File: src/rtl/psclk_pkg.sv
// Shared types, constants and the CORDIC arctangent table for the polar
// sector color lookup block. No dependencies; every other file imports it.

package psclk_pkg;

	// Default configuration of the core.
	localparam int MAX_SECTORS_DEF     = 16;
	localparam int CORDIC_STEPS_DEF    = 16;
	localparam int ANGLE_FRAC_BITS_DEF = 6;

	// Register port geometry.
	localparam int CFG_IDX_W  = 2;
	localparam int CFG_DATA_W = 16;
	localparam int COUNT_W    = 5;

	// Reset values of the configuration registers.
	localparam logic [15:0]        IMAGE_SIZE_RST   = 16'd1000;
	localparam logic [COUNT_W-1:0] SECTOR_COUNT_RST = '0;

	// Register indexes.
	typedef enum logic [CFG_IDX_W-1:0] {
		REG_IMAGE_WIDTH  = 2'd0,
		REG_IMAGE_HEIGHT = 2'd1,
		REG_SECTOR_COUNT = 2'd2
	} cfg_reg_t;

	// Item modes.
	localparam logic MODE_LOAD  = 1'b0;
	localparam logic MODE_POINT = 1'b1;

	// Angle sequencer states.
	typedef enum logic [1:0] {
		CS_IDLE,
		CS_ROT,
		CS_MUL,
		CS_RND
	} cordic_state_t;

	// Input item.
	typedef struct packed {
		logic               mode;
		logic [3:0]         entry_index;
		logic [15:0]        sector_degrees;
		logic [7:0]         entry_red;
		logic [7:0]         entry_green;
		logic [7:0]         entry_blue;
		logic [7:0]         entry_alpha;
		logic signed [23:0] point_x;
		logic signed [23:0] point_y;
	} psclk_in_t;

	// Result item.
	typedef struct packed {
		logic       hit;
		logic [3:0] sector;
		logic [7:0] out_red;
		logic [7:0] out_green;
		logic [7:0] out_blue;
		logic [7:0] out_alpha;
	} psclk_out_t;

	// Match status carried along the sector chain.
	typedef struct packed {
		logic        found;
		logic [3:0]  sector;
		logic [31:0] color;
	} psclk_match_t;

	// Palette write broadcast to every sector cell.
	typedef struct packed {
		logic        we;
		logic [3:0]  index;
		logic [15:0] width;
		logic [31:0] color;
	} psclk_load_t;

	// Arctangent of 2^-i as a binary angle, 2^32 per full turn.
	function automatic logic [31:0] atan_bin(input logic [4:0] idx);
		logic [31:0] val;
		begin
			case (idx)
				5'd0:    val = 32'h2000_0000;
				5'd1:    val = 32'h12E4_051E;
				5'd2:    val = 32'h09FB_385B;
				5'd3:    val = 32'h0511_11D4;
				5'd4:    val = 32'h028B_0D43;
				5'd5:    val = 32'h0145_D7E1;
				5'd6:    val = 32'h00A2_F61E;
				5'd7:    val = 32'h0051_7C55;
				5'd8:    val = 32'h0028_BE53;
				5'd9:    val = 32'h0014_5F2F;
				5'd10:   val = 32'h000A_2F98;
				5'd11:   val = 32'h0005_17CC;
				5'd12:   val = 32'h0002_8BE6;
				5'd13:   val = 32'h0001_45F3;
				5'd14:   val = 32'h0000_A2FA;
				5'd15:   val = 32'h0000_517D;
				5'd16:   val = 32'h0000_28BE;
				5'd17:   val = 32'h0000_145F;
				5'd18:   val = 32'h0000_0A2F;
				5'd19:   val = 32'h0000_0518;
				5'd20:   val = 32'h0000_028B;
				5'd21:   val = 32'h0000_0146;
				5'd22:   val = 32'h0000_00A3;
				5'd23:   val = 32'h0000_0051;
				default: val = 32'h0000_0000;
			endcase
			return val;
		end
	endfunction

endpackage

File: src/rtl/psclk_cell.sv
// One sector cell: holds a palette entry and tests the passing angle token.
// Depends on psclk_pkg for the load and match structs.

module psclk_cell import psclk_pkg::*; #(
	parameter int CELL_IDX        = 0,
	parameter int ANG_W           = 15,
	parameter int START_W         = 26,
	parameter int ANGLE_FRAC_BITS = ANGLE_FRAC_BITS_DEF
) (
	input  logic               clk,
	input  logic               arst_n,
	input  psclk_load_t        load,
	input  logic [COUNT_W-1:0] sector_count,
	input  logic               in_valid,
	input  logic [ANG_W-1:0]   in_angle,
	input  logic [START_W-1:0] in_start,
	input  psclk_match_t       in_match,
	output logic               out_valid,
	output logic [ANG_W-1:0]   out_angle,
	output logic [START_W-1:0] out_start,
	output psclk_match_t       out_match
);

	logic [15:0]        width_q;
	logic [31:0]        color_q;
	logic               valid_q;
	logic [ANG_W-1:0]   angle_q;
	logic [START_W-1:0] start_q;
	psclk_match_t       match_q;

	logic [START_W-1:0] w_ext, span_end, angle_ext;
	logic               active, hit_here;
	psclk_match_t       match_nx;

	// Palette entry storage.
	always_ff @(posedge clk) begin
		if (load.we && (int'(load.index) == CELL_IDX)) begin
			width_q <= load.width;
			color_q <= load.color;
		end
	end

	// Span test: start <= angle <= start + width, one unit of tolerance.
	always_comb begin
		w_ext     = START_W'(width_q) << ANGLE_FRAC_BITS;
		span_end  = in_start + w_ext;
		angle_ext = START_W'(in_angle);
		active    = int'(sector_count) > CELL_IDX;
		hit_here  = active && !in_match.found && (angle_ext >= in_start) &&
			(angle_ext <= span_end);
		if (hit_here) begin
			match_nx.found  = 1'b1;
			match_nx.sector = 4'(CELL_IDX);
			match_nx.color  = color_q;
		end else begin
			match_nx = in_match;
		end
	end

	// Token hand-off to the next cell.
	always_ff @(posedge clk or negedge arst_n) begin
		if (!arst_n) begin
			valid_q <= 1'b0;
		end else begin
			valid_q <= in_valid;
		end
	end

	always_ff @(posedge clk) begin
		if (in_valid) begin
			angle_q <= in_angle;
			start_q <= span_end;
			match_q <= match_nx;
		end
	end

	assign out_valid = valid_q;
	assign out_angle = angle_q;
	assign out_start = start_q;
	assign out_match = match_q;

endmodule

File: config.mk
export PLATFORM = sky130hd
export DESIGN_NAME = psclk_cell
export DESIGN_NICKNAME = d
export VERILOG_FILES = /design/src/rtl/psclk_pkg.sv /design/src/rtl/psclk_cell.sv
export SDC_FILE = /design/constraint.sdc
export NUM_CORES = 1
export LEC_CHECK = 0
export BUFFER_PORTS_ARGS = -buffer_cell sky130_fd_sc_hd__buf_2
export CAP_MARGIN = 25
export CORE_MARGIN = 5
export CORE_UTILIZATION = 55
export CTS_BUF_LIST = sky130_fd_sc_hd__clkbuf_2
export CTS_CLUSTER_DIAMETER = 120
export CTS_CLUSTER_SIZE = 14
export DETAILED_ROUTE_END_ITERATION = 6
export PLACE_DENSITY_LB_ADDON = 0.25
export SYNTH_ARGS = -nofsm -noshare
export SYNTH_HDL_FRONTEND = slang
export SYNTH_SLANG_ARGS = --single-unit
File: constraint.sdc
create_clock -name clk -period 8.7 [get_ports clk]
set_input_delay 1.305 -clock clk [delete_from_list [all_inputs] [get_ports clk]]
set_output_delay 1.305 -clock clk [all_outputs]
set_load 0.05 [all_outputs]
==> run summary <==
status = finished, final reports clean
Seq pwr share = 53.2%
antenna violations before repair = 0
vias in the first global route = 4402
vias per std cell = 5.267
Synth async-reset ratio = 0.7874%
CTS H-tree lvls = 4
layout cells sized above 1 = 44.79%
crit path time final = 5.068 ns
Final Hold Viols = 0
Mapped Cells = 399
DRC errors left = 0
total CTS buffers = 17
Routed Wire Length = 14080 µm
RSZ-0062 raised after global routing = false
Mapped Nets = 579
GRT Total Usage = 22.20%
CP Cell Sequence = buf_2 > ha_1 > fa_1 > a21o_1 > a221oi_4 > o21ai_0 > xnor2_1 > ha_1 > and3_1 > nand3_1 > or3_1 > nand3b_1 > a2111o_1 > o41ai_4 > buf_4 > mux2_2
Worst-Skew Late Latency = 0.67 ns
max cap viols = 0
I/O pins = 218
HP Class = primary input to asynchronous set/reset pin
CP max FO = 37
fmax = 197.3 MHz
largest cells by area after synthesis = edfxtp_1 (63%), ha_1 (8.4%), mux2_4 (5.0%)
Antenna Nets Post-Route = 0
WL/cell = 17.98 µm
largest net degree at the start of global routing = 80
Final setup viols = 0
hold-fix buffers at CTS = 0
sum of negative setup slack = 0 ns
Core Rows = 38
Mapped Area = 5987 µm²
Final Cell Area = 7450 µm²
Pwr per Cell Area = 182.2 nW/µm²
Clock Path Buffers = 2
worst endpoint required time = 9.11 ns
placer congestion estimate = 0.8692
number of enable flip-flop cells after synthesis = 126
Ys Warns = 0
GR met3 Demand/Resource = 5.920%
first-pass GRT wire length = 21970 µm
initial core utilization = 55.72%
clock sink count = 127
sequential-to-total area share from yosys stat = 63.62%
count leader, synth = edfxtp_1
post-CTS setup buffer count = 0
clock skew = 0.03973 ns
Tot Pwr = 1357 µW
IO Port Bufs = 217
CP startpoint kind = primary input
detailed-route via count = 4124
worst vdd ir = 0.09889 mV
total internal power = 910.5 µW
Clk pwr share = 25.3%
clk root buf = clkbuf_2
GR Util met2 = 37.59%
fin. max-slew vios = 0
Yosys top cell by area = edfxtp_1
DR iter-0 viols = 241
fin crit share = 58.25%
synthesized area per cell = 15.00 µm²
DP Wirelength = 11220 µm
GRT overflow = 0
Crit. End Element = flip-flop
critical path's most frequent cell = ha_1
Die Wd = 114.3 µm
measured slew at the worst slew-check pin = 0.9860 ns
relative slew slack = 34.27%
most instantiated cells after synthesis = edfxtp_1 (126), ha_1 (40), inv_1 (35), a21oi_1 (21), mux2_4 (20)
Die Y = 114.3 µm
Distinct cells, synth = 54
Synth Register Bits = 127
Die Area = 13070 µm²
CTS tree = yes
Crit Path Category = primary input to flip-flop
placed cell area = 7228 µm²
first-pass detailed-route iteration total = 4
switching portion of total power = 32.91%
# diodes = 0
met1 Resource Use GR = 27.51%
busiest grt layer = met2
Clock transition at path regs = 0.19 ns
Main synth FF type = edfxtp_1
largest stage delay on the critical path = 0.52 ns
Synth top area share = 63.20%
fillers = 830
Leak Pwr = 0.003266 µW
worst hold slack = 0.3784 ns
Worst Path Arrival = 5.48 ns
P&R area growth vs syn = 24.43%
Combinational Power Share = 21.5%
Resized Gates After CTS = 0
total core area = 10750 µm²
Slowest-stage cell, CP = buf_4
switching power total = 446.7 µW
nets = 810
## worst max-delay path, delay by kind of cell
kind / cells / cell delay, ns
AO/OA/AOI/OAI: 5 / 1.46
adder cells (fa/ha/maj): 3 / 0.94
buffers and inverters: 2 / 0.63
AND/OR/NAND/NOR: 4 / 0.46
multiplexers: 1 / 0.41
XOR/XNOR: 1 / 0.26
## power by group through the flow
| stage | Sequential, µW | Combinational, µW | Clock (µW) |
|---|---|---|---|
| floorplan | 848 | 82.7 | 0 |
| global placement | 735 | 288 | 0 |
| detailed placement | 737 | 292 | 0 |
| CTS | 723 | 293 | 354 |
| global route | 726 | 313 | 390 |
| finish | 722 | 292 | 343 |
## logic make-up after synthesis
group	count (synthesis)	synth area share, %
fa+ha+maj	41	8.694
buf+inv	42	3.051
mux	33	7.440
simple gates	71	6.542
flops	127	63.62
compound gates	66	7.879
xor+xnor	19	2.780
## per-stage QoR
step	instances	setup WS (ns)	utilization, %
after floorplan	399	3.443	-
after global placement	750	3.113	67.08
after detailed placement	751	2.984	67.27
after CTS	783	3.730	69.33
after global routing	783	3.500	69.33
final	783	3.632	69.33
## cell type report
cell class	count	area (µm²)	share of cell area, %
well taps	140	175.2	2.351
flip-flops and latches	127	3809	51.13
clock buffers	17	85.08	1.142
clock inverters	15	136.4	1.831
inverters	35	131.4	1.764
multi-input cells	230	1997	26.81
repair buffers	219	1116	14.98
## layout by cell type (no fill, tap or decap), types with 4 or more instances in the layout
cell / Yosys / routed
buf_2: 2 / 216
edfxtp_1: 126 / 126
ha_1: 40 / 40
inv_1: 35 / 35
a21oi_1: 21 / 21
mux2_4: 20 / 20
clkbuf_2: 0 / 17
nand2_1: 14 / 14
xnor2_1: 11 / 11
nand3_1: 10 / 10
o21ai_0: 10 / 10
xor2_1: 8 / 8
nor2_1: 7 / 7
nor3_1: 7 / 7
mux2_2: 7 / 7
nand4_1: 6 / 6
nor4_1: 5 / 5
mux2_1: 5 / 5
o211ai_1: 4 / 4
nand2b_1: 4 / 4
and2_1: 5 / 4
inv_6: 0 / 4
## path summary, 6_finish.rpt
check	startpoint	endpoint	cells past startpoint	slack [ns]
worst min-delay path	arst_n	out_valid	1	0.38
worst min register to register	color_q[29]	out_match[29]	1	0.54
max in group asynchronous	arst_n	out_valid	1	8.24
worst max-delay path	in_start[6]	out_match[5]	16	3.63
worst max register to register	width_q[0]	out_match[5]	15	3.97
min in group clk	color_q[29]	out_match[29]	1	0.54
## registers in the layout (all words and copies together), names as in the netlist
| register | flops |
|---|---|
| width_q | 16 |
| out_angle | 15 |
| out_match | 37 |
| out_valid | 1 |
| out_start | 26 |
| color_q | 32 |
## metal layers
layer,wire (µm),vias to the layer above
met4,298,0
met5,0,-
met3,1126,25
met2,7031,175
li1,-,1985
met1,5619,1939
Power figures use the tool's default switching activity.
